**src/hdl/pmpd_pkg.sv**
```systemverilog
`timescale 1ns / 1ps
// Shared types and constants for the PS/2 mouse packet decoder.
// No dependencies; used by every module of the block.
package pmpd_pkg;

  // Result item kinds
  typedef enum logic [2:0] {
    EV_DONE   = 3'd0,
    EV_LEFT   = 3'd1,
    EV_RIGHT  = 3'd2,
    EV_MIDDLE = 3'd3,
    EV_MOVE   = 3'd4
  } event_kind_t;

  // Header byte layout
  localparam int unsigned BIT_LEFT    = 0;
  localparam int unsigned BIT_RIGHT   = 1;
  localparam int unsigned BIT_MIDDLE  = 2;
  localparam int unsigned BIT_X_SIGN  = 4;
  localparam int unsigned BIT_Y_SIGN  = 5;
  localparam logic [7:0]  SYNC_MASK   = 8'h08;
  localparam logic [7:0]  Y_SIGN_MASK = 8'h20;

  // Packet slots run 0..2
  localparam logic [1:0] LAST_SLOT = 2'd2;

  // Decoded work for one accepted byte, passed from front to back
  typedef struct packed {
    logic       ev_left;
    logic       ev_right;
    logic       ev_middle;
    logic       ev_move;
    logic       left_lvl;
    logic       right_lvl;
    logic       middle_lvl;
    logic [8:0] dx;
    logic [9:0] dy;
    logic       recognized;
  } job_t;

endpackage

```
**src/hdl/pmpd_front.sv**
```systemverilog
`timescale 1ns / 1ps
// Front end: accepts controller bytes, assembles packets, detects button changes.
// Depends on pmpd_pkg.
module pmpd_front (
  input  logic           clk,
  input  logic           rst,
  input  logic           s_tvalid,
  output logic           s_tready,
  input  logic [15:0]    s_tdata,   // data_byte[7:0], consumer_connected[8], zero pad
  input  logic [0:0]     s_tuser,   // from_mouse[0]
  output logic           job_valid,
  input  logic           job_ready,
  output pmpd_pkg::job_t job
);

  logic [1:0] pos;
  logic [7:0] head_byte;
  logic [7:0] x_byte;
  logic       left_lvl;
  logic       right_lvl;
  logic       middle_lvl;

  logic       mouse;
  logic [7:0] din;
  logic       consumer;
  logic [1:0] slot;
  logic       take;
  logic       complete;
  logic       fire;
  logic       accept;
  logic [8:0] dx;
  logic [8:0] dy9;
  logic [9:0] dy_neg;
  logic [1:0] pos_next;

  assign mouse     = s_tuser[0];
  assign din       = s_tdata[7:0];
  assign consumer  = s_tdata[8];
  assign s_tready  = job_ready;
  assign job_valid = s_tvalid;
  assign accept    = s_tvalid && job_ready;

  always_comb begin
    slot     = (pos > pmpd_pkg::LAST_SLOT) ? 2'd0 : pos;
    take     = mouse && ((slot != 2'd0) || ((din & pmpd_pkg::SYNC_MASK) != 8'h00));
    complete = take && (slot == pmpd_pkg::LAST_SLOT);
    fire     = complete && consumer;
    dx       = {head_byte[pmpd_pkg::BIT_X_SIGN], x_byte};
    dy9      = {((head_byte & pmpd_pkg::Y_SIGN_MASK) != 8'h00), din};
    dy_neg   = 10'd0 - {dy9[8], dy9};

    if (!take) begin
      pos_next = pos;
    end else if (complete) begin
      pos_next = 2'd0;
    end else begin
      pos_next = slot + 2'd1;
    end

    job.ev_left    = fire && (head_byte[pmpd_pkg::BIT_LEFT] != left_lvl);
    job.ev_right   = fire && (head_byte[pmpd_pkg::BIT_RIGHT] != right_lvl);
    job.ev_middle  = fire && (head_byte[pmpd_pkg::BIT_MIDDLE] != middle_lvl);
    job.ev_move    = fire && ((dx != 9'd0) || (dy9 != 9'd0));
    job.left_lvl   = head_byte[pmpd_pkg::BIT_LEFT];
    job.right_lvl  = head_byte[pmpd_pkg::BIT_RIGHT];
    job.middle_lvl = head_byte[pmpd_pkg::BIT_MIDDLE];
    job.dx         = job.ev_move ? dx : 9'd0;
    job.dy         = job.ev_move ? dy_neg : 10'd0;
    job.recognized = mouse;
  end

  always_ff @(posedge clk) begin
    if (rst) begin
      pos        <= 2'd0;
      left_lvl   <= 1'b0;
      right_lvl  <= 1'b0;
      middle_lvl <= 1'b0;
    end else if (accept) begin
      pos <= pos_next;
      if (fire) begin
        left_lvl   <= head_byte[pmpd_pkg::BIT_LEFT];
        right_lvl  <= head_byte[pmpd_pkg::BIT_RIGHT];
        middle_lvl <= head_byte[pmpd_pkg::BIT_MIDDLE];
      end
    end
  end

  // Packet byte store: header and X only, Y is used as it arrives
  always_ff @(posedge clk) begin
    if (accept && take) begin
      if (slot == 2'd0) begin
        head_byte <= din;
      end
      if (slot == 2'd1) begin
        x_byte <= din;
      end
    end
  end

endmodule

```
**src/hdl/pmpd_queue.sv**
```systemverilog
`timescale 1ns / 1ps
// Short FIFO of decoded jobs between front and back end.
// Depends on pmpd_pkg.
module pmpd_queue #(
  parameter int unsigned DEPTH = 2
) (
  input  logic           clk,
  input  logic           rst,
  input  logic           push_valid,
  output logic           push_ready,
  input  pmpd_pkg::job_t push_job,
  output logic           head_valid,
  input  logic           pop,
  output pmpd_pkg::job_t head_job
);

  localparam int unsigned AW = (DEPTH > 1) ? $clog2(DEPTH) : 1;
  localparam int unsigned CW = $clog2(DEPTH + 1);
  localparam logic [AW-1:0] LAST_IDX = AW'(DEPTH - 1);
  localparam logic [CW-1:0] FULL_CNT = CW'(DEPTH);

  pmpd_pkg::job_t slots [DEPTH];
  logic [AW-1:0]  wr_ptr;
  logic [AW-1:0]  rd_ptr;
  logic [CW-1:0]  count;
  logic           push;

  assign push_ready = (count != FULL_CNT);
  assign head_valid = (count != '0);
  assign push       = push_valid && push_ready;
  assign head_job   = slots[rd_ptr];

  always_ff @(posedge clk) begin
    if (rst) begin
      wr_ptr <= '0;
      rd_ptr <= '0;
      count  <= '0;
    end else begin
      if (push) begin
        wr_ptr <= (wr_ptr == LAST_IDX) ? '0 : wr_ptr + 1'b1;
      end
      if (pop) begin
        rd_ptr <= (rd_ptr == LAST_IDX) ? '0 : rd_ptr + 1'b1;
      end
      if (push && !pop) begin
        count <= count + 1'b1;
      end else if (pop && !push) begin
        count <= count - 1'b1;
      end
    end
  end

  always_ff @(posedge clk) begin
    if (push) begin
      slots[wr_ptr] <= push_job;
    end
  end

endmodule

```
**src/hdl/pmpd_back.sv**
```systemverilog
`timescale 1ns / 1ps
// Back end: expands one job into its result items through an output register.
// Depends on pmpd_pkg.
module pmpd_back (
  input  logic           clk,
  input  logic           rst,
  input  logic           job_valid,
  input  pmpd_pkg::job_t job,
  output logic           pop,
  output logic           m_tvalid,
  input  logic           m_tready,
  output logic [23:0]    m_tdata,   // button_level[0], delta_x[9:1], delta_y[19:10],
                                    // recognized[20], zero pad
  output logic [2:0]     m_tuser,   // event_kind[2:0]
  output logic           m_tlast    // last_result
);

  logic [3:0]            sent;
  logic [3:0]            pending;
  logic [3:0]            pick;
  logic                  load;
  pmpd_pkg::event_kind_t kind;
  logic                  level;

  assign load    = !m_tvalid || m_tready;
  assign pending = {job.ev_move, job.ev_middle, job.ev_right, job.ev_left} & ~sent;
  assign pop     = load && job_valid && (kind == pmpd_pkg::EV_DONE);

  // Emit events in order left, right, middle, move, then done
  always_comb begin
    kind  = pmpd_pkg::EV_DONE;
    pick  = 4'b0000;
    level = 1'b0;
    if (pending[0]) begin
      kind  = pmpd_pkg::EV_LEFT;
      pick  = 4'b0001;
      level = job.left_lvl;
    end else if (pending[1]) begin
      kind  = pmpd_pkg::EV_RIGHT;
      pick  = 4'b0010;
      level = job.right_lvl;
    end else if (pending[2]) begin
      kind  = pmpd_pkg::EV_MIDDLE;
      pick  = 4'b0100;
      level = job.middle_lvl;
    end else if (pending[3]) begin
      kind  = pmpd_pkg::EV_MOVE;
      pick  = 4'b1000;
    end
  end

  always_ff @(posedge clk) begin
    if (rst) begin
      m_tvalid <= 1'b0;
      sent     <= 4'b0000;
    end else if (load) begin
      m_tvalid <= job_valid;
      if (job_valid) begin
        sent <= (kind == pmpd_pkg::EV_DONE) ? 4'b0000 : (sent | pick);
      end
    end
  end

  always_ff @(posedge clk) begin
    if (load && job_valid) begin
      m_tuser <= kind;
      m_tlast <= (kind == pmpd_pkg::EV_DONE);
      m_tdata <= {3'b000,
                  (kind == pmpd_pkg::EV_DONE) && job.recognized,
                  (kind == pmpd_pkg::EV_MOVE) ? job.dy : 10'd0,
                  (kind == pmpd_pkg::EV_MOVE) ? job.dx : 9'd0,
                  level};
    end
  end

  a_last_is_done: assert property (@(posedge clk) disable iff (rst)
    m_tvalid |-> (m_tlast == (m_tuser == pmpd_pkg::EV_DONE)))
    else $error("last flag and done kind disagree");

  a_head_held: assert property (@(posedge clk) disable iff (rst)
    (sent != 4'b0000) |-> job_valid)
    else $error("job left the queue while its events were in flight");

  a_no_delta_off_move: assert property (@(posedge clk) disable iff (rst)
    (m_tvalid && (m_tuser != pmpd_pkg::EV_MOVE)) |-> (m_tdata[19:1] == 19'd0))
    else $error("movement data on a non-move item");

  a_sent_clears: assert property (@(posedge clk) disable iff (rst)
    pop |=> (sent == 4'b0000))
    else $error("event mask not cleared after job retired");

endmodule

```
**src/hdl/ps2_mouse_packet_decoder_top.sv**
```systemverilog
`timescale 1ns / 1ps
// Top level of the PS/2 mouse three-byte packet decoder.
// Depends on pmpd_pkg, pmpd_front, pmpd_queue and pmpd_back.
//
// Usage:
//   Input stream (s_*): one controller byte per request. s_tuser[0] marks the
//   byte as mouse data, s_tdata[7:0] is the byte, s_tdata[8] says whether an
//   event consumer is attached. Mouse bytes build standard three-byte packets;
//   a header byte without its always-one bit is dropped to regain sync.
//   Output stream (m_*): for each accepted byte, zero to four events (button
//   changes left, right, middle, then a move) followed by one done item that
//   carries m_tlast. m_tuser is the event kind.
// Data path and throughput:
//   The first result of a byte passes through the job queue and then the output
//   register. The output register delivers one item per cycle while m_tready is
//   high; each byte yields one item plus one per event, up to 5 items on a full packet.
//   The front accepts a byte every cycle while the job queue has room.
// Reset:
//   rst (synchronous, active high) empties the queue, drops any item in the
//   output register, returns to packet slot 0 and clears all button levels.
// Stalls:
//   When m_tready is low the output item holds; the queue then fills and
//   s_tready drops once QUEUE_DEPTH jobs are waiting.
module ps2_mouse_packet_decoder_top #(
  parameter int unsigned QUEUE_DEPTH = 2
) (
  input  logic        clk,
  input  logic        rst,
  input  logic        s_tvalid,
  output logic        s_tready,
  input  logic [15:0] s_tdata,   // data_byte[7:0], consumer_connected[8], zero pad
  input  logic [0:0]  s_tuser,   // from_mouse[0]
  output logic        m_tvalid,
  input  logic        m_tready,
  output logic [23:0] m_tdata,   // button_level[0], delta_x[9:1], delta_y[19:10],
                                 // recognized[20], zero pad
  output logic [2:0]  m_tuser,   // event_kind[2:0]
  output logic        m_tlast    // last_result
);

  pmpd_pkg::job_t front_job;
  pmpd_pkg::job_t head_job;
  logic           front_valid;
  logic           queue_ready;
  logic           head_valid;
  logic           pop;

  // Classify bytes and track packet/button state
  pmpd_front u_front (
    .clk       (clk),
    .rst       (rst),
    .s_tvalid  (s_tvalid),
    .s_tready  (s_tready),
    .s_tdata   (s_tdata),
    .s_tuser   (s_tuser),
    .job_valid (front_valid),
    .job_ready (queue_ready),
    .job       (front_job)
  );

  // Decouple byte intake from item delivery
  pmpd_queue #(
    .DEPTH (QUEUE_DEPTH)
  ) u_queue (
    .clk        (clk),
    .rst        (rst),
    .push_valid (front_valid),
    .push_ready (queue_ready),
    .push_job   (front_job),
    .head_valid (head_valid),
    .pop        (pop),
    .head_job   (head_job)
  );

  // Expand each job into events plus the closing done item
  pmpd_back u_back (
    .clk       (clk),
    .rst       (rst),
    .job_valid (head_valid),
    .job       (head_job),
    .pop       (pop),
    .m_tvalid  (m_tvalid),
    .m_tready  (m_tready),
    .m_tdata   (m_tdata),
    .m_tuser   (m_tuser),
    .m_tlast   (m_tlast)
  );

endmodule
```
**config.mk**
```make
export PLATFORM = sky130hd
export DESIGN_NAME = ps2_mouse_packet_decoder_top
export DESIGN_NICKNAME = d
export VERILOG_FILES = /design/src/hdl/pmpd_pkg.sv /design/src/hdl/pmpd_front.sv /design/src/hdl/pmpd_queue.sv /design/src/hdl/pmpd_back.sv /design/src/hdl/ps2_mouse_packet_decoder_top.sv
export SDC_FILE = /design/constraint.sdc
export NUM_CORES = 1
export LEC_CHECK = 0
export BUFFER_PORTS_ARGS = -buffer_cell sky130_fd_sc_hd__buf_2
export CORE_MARGIN = 5
export CORE_UTILIZATION = 57
export CTS_CLUSTER_DIAMETER = 100
export DETAILED_ROUTE_END_ITERATION = 12
export GPL_TIMING_DRIVEN = 0
export PLACE_DENSITY_LB_ADDON = 0.2
export SETUP_SLACK_MARGIN = 0.05
export SLEW_MARGIN = 10
export SYNTH_ARGS = -nofsm -noshare
export SYNTH_HDL_FRONTEND = slang
export SYNTH_SLANG_ARGS = --single-unit
```
**constraint.sdc**
```tcl
create_clock -name clk -period 3 [get_ports clk]
set_input_delay 0.45 -clock clk [delete_from_list [all_inputs] [get_ports clk]]
set_output_delay 0.45 -clock clk [all_outputs]
set_load 0.02 [all_outputs]
```
### Word-level counts from Yosys, hierarchy flattened

Memories as Yosys holds them, arrays and structs flattened. A register that Yosys moved wholly into a read port is not among the register bits.
Cells that the tools add are included.

| word-level totals | value |
|---|---|
| bits in registers | 53 |
| latch bits | 0 |
| bits in writable memories | 54 |
| bits in read-only memories | 0 |
| bits of input ports | 21 |
| output and inout bits | 30 |
| word-level logic and storage cells | 89 |
| memories | 1 |

| cells by class | value |
|---|---|
| add/subtract/negate cells | 6 |
| $mul | 0 |
| divide/modulo/power cells | 0 |
| $lt $le $gt $ge | 1 |
| eq/ne operators | 7 |
| shifts and indexed selects | 0 |
| mux-type cells | 24 |
| bitwise gates (word level) | 3 |
| reduce and logical (&&, ||, !) cells | 32 |

Memory list:

| memory | words | bits a word | read ports | clocked after memory_dff | write ports | line | RTL |
|---|---|---|---|---|---|---|---|
| u_queue.slots | 2 | 27 | 1 | 1 | 1 | pmpd_queue.sv:22 | `pmpd_pkg::job_t slots [DEPTH];` |

Operators with widths:

| cell | number |
|---|---|
| 4-bit two-way mux | 5 |
| 9-bit nonzero test | 2 |
| 1-bit logical AND | 14 |
| 3-bit two-way mux | 4 |
| 10-bit two-way mux | 1 |
| 2-bit AND reduction | 5 |
| 1-bit by 9-bit subtractor with 10-bit output (first input constant) | 1 |
| 1-bit two-way mux | 9 |
| 9-bit two-way mux | 1 |
| 2-bit two-way mux | 4 |
| 2-bit nonzero test | 3 |
| 2-bit by 1-bit adder with 2-bit output (second input constant) | 2 |
| 4-bit AND | 1 |
| 4-bit NOT | 1 |
| 4-bit OR | 1 |
| 3-bit == test (second input constant) | 1 |
| 1-bit zero test | 3 |
| 3-bit zero test | 1 |
| 1-bit logical OR | 3 |
| 1-bit != test | 3 |
| 1-bit adder (second input constant) | 2 |
| 2-bit by 1-bit == test with 1-bit output (second input constant) | 1 |
| 2-bit == test (second input constant) | 1 |
| 2-bit greater-than comparator (second input constant) | 1 |
| other kinds (3) | 3 |

### Depth between registers and ports, before layout

| logic depth | value |
|---|---|
| word-level depth | 11 |
| depth in mapped cells | 10 |
| gate-level depth less buffers | 9 |

### Modules after synthesis

From an unflattened synthesis, not the netlist that was laid out.

| unflattened totals | value |
|---|---|
| cells, all modules | 299 |
| area total of the unflattened synthesis | 4449.3 µm² |

Modules (own cells, without submodules):

| module | times used | cells each | area each (µm²) | seq. area each (µm²) |
|---|---|---|---|---|
| pmpd_queue | 1 | 108 | 2174.6 | 1721.7 |
| pmpd_back | 1 | 87 | 1199.9 | 850.8 |
| pmpd_front | 1 | 104 | 1074.8 | 490.5 |

### Worst setup path after synthesis

Ideal clock, no wire load.

| timing | value |
|---|---|
| path kind | input to register |
| start point | in m_tready |
| end point | reg u_queue.count[1] |
| library setup time | 0.071 ns |
| arrival time | 2.625 ns |
| data required time | 2.929 ns |
| slack | 0.304 ns |
| stages | 7 |
| buffers on the path | 0 |
| cells stage by stage | nand2b_1 o21a_1 nor4b_4 inv_1 ha_1 or3_1 a21oi_1 |

| on the way | value |
|---|---|
| longest elaborated chain between the ends | 6 |
| elaborated cells on any way between the ends | 8 |
| classes of those cells | 1 x mux; 7 x reduce/logical |

RTL lines:

| what | line | RTL |
|---|---|---|
| start: declaration | ps2_mouse_packet_decoder_top.sv:34 | `input logic m_tready,` |
| 1-bit logical OR (*) | pmpd_back.sv:25 | `assign load = !m_tvalid \|\| m_tready;` |
| 1-bit logical AND (*) (2 in a row) | pmpd_back.sv:27 | `assign pop = load && job_valid && (kind == pmpd_pkg::EV_DONE);` |
| 1-bit zero test | pmpd_queue.sv:45 | `if (push && !pop) begin` |
| 1-bit logical AND | pmpd_queue.sv:45 |  |
| 2-bit two-way mux or 2-bit nonzero test (tied branches) | -- |  |
| end signal: assignment | pmpd_queue.sv:46 | `count <= count + 1'b1;` |
| end signal: assignment | pmpd_queue.sv:48 | `count <= count - 1'b1;` |
| end: declaration | pmpd_queue.sv:25 | `logic [CW-1:0] count;` |

Mark *: on every way between the ends. The rest lies on a longest branch, timed or not.
A chain may end at the register's enable or synchronous reset.

### Worst setup path in the final report

| timing | value |
|---|---|
| start point | reg u_queue.count[0] |
| end point | reg u_queue.count[1] |

| on the way | value |
|---|---|
| longest elaborated chain between the ends | 6 |
| elaborated cells on any way between the ends | 14 |
| classes of those cells | 2 x add/sub; 1 x eq/ne; 2 x mux; 9 x reduce/logical |

RTL lines:

| what |
|---|
| parallel branches: the longest is 6 deep, another holds 2-bit by 1-bit subtractor with 2-bit output |

Parallel ways; which one is timed is not known. The select of a mux whose other input is x is not followed.

==> impl_results.md <==
- Top FF cell, synth: edfxtp_1
- CTS buffer count: 9
- Switching power total: between 1 and 1.5 mW
- Setup violators final: 0
- Crit-path max cell delay: ~670 ps
- Critical Path Source: u_queue.count[0]
- Slew @ Worst Pin: between 800 and 900 ps
- Crit end category: flop
- Vias/cell: 5.25
- Initial antenna violation count: 0
- Nets@finish: 379
- PostCTS Resize Cnt: 0
- Synthesized cell area: 4310 µm²
- TritonRoute pass-1 iters: 5
- Fin util: 66.3%
- Worst-Skew Late Latency: ~350 ps
- EDFF count, synth: 92
- Slew margin rel.: 43.6%
- Via count: between 2000 and 2500
- Hold WC Path Type: input pin to flop
- Top post-synthesis cells by area: edfxtp_1, dfxtp_1, mux2i_1
- Sequential power share: 51.3%
- First-pass GRT wire length: 11500 µm
- Pint: 2.94 mW
- Max Root-Sink Buffers: 2
- Starting Density: 58.8%
- Min-delay src: s_tdata[7]
- Library cells used by synthesis: 45
- CP Capture Point: u_queue.count[1]
- Global Route Usage Sum: 15.5%
- Overall die height: between 90 and 100 µm
- Final instance area: about 4900 µm²
- Final Cycle Share: between 90% and 100%
- Cts hold-fix bufs: 0
- Total wire length: around 7000 µm
- Maximum clock frequency: 364 MHz
- Crit-path slowest cell: o21a_2
- Critical R2R Capture: u_queue.count[1]
- Avg WL per Cell: 15.3 µm
- GRT Residual Overflow: 0
- R2R Setup Slk: between 200 and 300 ps
- Synth-to-Final Area Change: 12.7%
- Reg2reg path depth: 6
- Pwr/cell area: 884 nW/µm²
- Logic pwr share: 27.7%
- Hpwl dp: ~4800 µm
- Core footprint: 7330 µm²
- Yosys top cell by area: edfxtp_1
- Number of post-CTS setup repair buffers: 0
- Outcome: finished clean
- IO buf count: 40
- Share of post-route cells with drive strength above 1: 19.0%
- MaxCap Viol Count: 0
- CP Data Required Time: 3280 ps
- Clk pwr share: 20.9%
- CTS tree: done
- Die Wd: a little under 100 µm
- Max rail drop VDD: ~0.55 mV
- Yosys top cell area share: between 60% and 70%
- Max Clock Skew: 11.1 ps
- Placer Congestion: a little over 0.8
- Die ar.: 9410 µm²
- Pin count of the biggest net entering global routing: 31
- Max Slew Vio Count: 0
- Asr flop ratio synth: 0%
- Row count: 31
- Cell breakdown of the critical path: o21a_2, nor4b_4, inv_1, ha_1, or3_1, a21oi_1
- Yosys reg bits: 107
- Switching share of power: 31.6%
- I/O pin count: 51
- Clock slew at reported path FFs: 90 ps
- Critical path class: flop to flop
- CTS root buf: clkbuf_8
- Pleak: 1.74 nW
- Final hold vios: 0
- Reg-to-reg startpoint: u_queue.count[0]
- Arr. time, crit path: 3020 ps
- Drt first-iter violations: between 150 and 200
- Clock net sink count: roughly 110
- Mean area per synthesized cell: 14.4 µm²
- Synth warn: 0
- Antenna fix cells: 0
- # H-tree levels: 3
- Final ANT Viol Nets: 0
- Sequential area share after synthesis: about 71%
- Critical path launch point type: flop
- Post-Syn Instances: 300
- Min Tclk post-route: roughly 2700 ps
- Vias in the first global route: 2327
- Placed inst area: roughly 4700 µm²
- Crit Path Max Fanout: 30
- RSZ-0062 raised after global routing: false
- DRC Markers: 0
flip-flops by register name (all words and copies together), names as in the netlist, 2 cells and up, named ones only:
| signal | cells |
|---|---|
| u_front.pos | 2 |
| u_front.x_byte | 8 |
| u_back.m_tdata | 21 |
| u_back.m_tuser | 3 |
| u_front.head_byte | 5 |
| u_queue.count | 2 |
| u_queue.slots | 54 |
| u_back.sent | 4 |
synth_stat cells, types with 3 or more instances:
cell and count:
edfxtp_1 92, dfxtp_1 15, xnor2_1 6, nand3_1 3, mux2i_1 22, nor3_1 11
o21ai_0 5, nand2_1 7, inv_1 10, clkbuf_1 6, ha_1 5, nor2_1 42
and2_1 13, nor4_1 3, a21oi_1 9, or3_1 3, a31oi_1 3, xor2_1 5
nand4_1 5, nand2b_1 4, buf_4 3
worst max-delay path: cells and delay by family, from the launching register on:
family	cells	cell delay (ps)
buffers and inverters	1	140
AO/OA/AOI/OAI	2	810
adder cells (fa/ha/maj)	1	360
flip-flops	1	420
AND/OR/NAND/NOR	2	940
worst min path at each step:
| stage | to | depth (start not counted) |
|---|---|---|
| detailed placement | u_front.pos[0] | 2 |
| CTS | u_front.x_byte[7] | 1 |
| floorplan | u_front.pos[1] | 2 |
| global route | u_front.x_byte[7] | 1 |
| global placement | u_front.pos[1] | 2 |
| finish | u_front.x_byte[7] | 1 |
routing by layer:
metal | track usage (%) | up-vias | wire length [µm]
li1 | - | 1202 | -
met5 | 0 | - | 0
met3 | 4.46 | 4 | 356
met2 | 25.2 | 52 | 3390
met1 | 20.0 | 1140 | 3190
met4 | 5.29 | 0 | 57
power groups by stage:
| stage | sequential, mW | combinational (mW) | clock, mW |
|---|---|---|---|
| global route | 2.24 | 1.29 | 0.993 |
| floorplan | 2.47 | 0.601 | 0 |
| detailed placement | 2.24 | 1.20 | 0 |
| finish | 2.21 | 1.19 | 0.900 |
| CTS | 2.21 | 1.21 | 0.920 |
| global placement | 2.23 | 1.18 | 0 |
cell families (layout without fill, tap and decap cells):
family	Yosys count	count (layout)	synth area share, %
and+or+nand+nor	102	102	12.3
other	1	3	0.0869
adders and majority gates	5	5	1.45
AOI/OAI and AO/OA	26	26	3.97
buffers and inverters	21	77	2.44
xor gates and xnor gates	11	11	2.23
DFF	107	107	71.0
muxes	27	27	6.55
cells in the final DEF (no fill, tap or decap), types with 3 or more instances in the layout:
cell,Yosys,routed
clkbuf_8,0,9
inv_1,10,10
ha_1,5,5
o21ai_0,5,5
edfxtp_1,92,92
buf_4,3,3
clkbuf_1,6,7
nand4_1,5,5
buf_2,0,40
a21oi_1,9,9
nor2_1,42,41
nand2b_1,4,4
nor3_1,11,11
mux2i_1,22,22
nand3_1,3,3
xor2_1,5,5
or3_1,3,3
xnor2_1,6,6
nand2_1,7,7
dfxtp_1,15,15
and2_1,13,13
a31oi_1,3,3
nor4_1,3,3
conb_1,1,3
clkinv_1,0,3
through the flow:
stage / TNS, ps / setup slack [ps] / std cells / power [mW] / hold slack [ps]
finish: 0 / 254 / 457 / 4.30 / 328
global route: 0 / 75.2 / 457 / 4.53 / 311
detailed placement: 0 / 94.2 / 441 / 3.44 / 483
floorplan: 0 / 304 / 302 / 3.07 / 449
CTS: 0 / 276 / 457 / 4.34 / 312
global placement: -430 / -341 / 441 / 3.41 / 460
layout make-up:
cell class | instances | area [µm²]
fillers | 518 | 2470
flip-flops and latches | 107 | 3060
clock buffers | 10 | 128
multi-input cells | 174 | 1160
clock inverters | 6 | 80.1
plain buffers | 11 | 67.6
inverters | 10 | 37.5
well taps | 99 | 124
repair buffers | 40 | 200
Note: power is estimated with default switching activity, not from simulation.
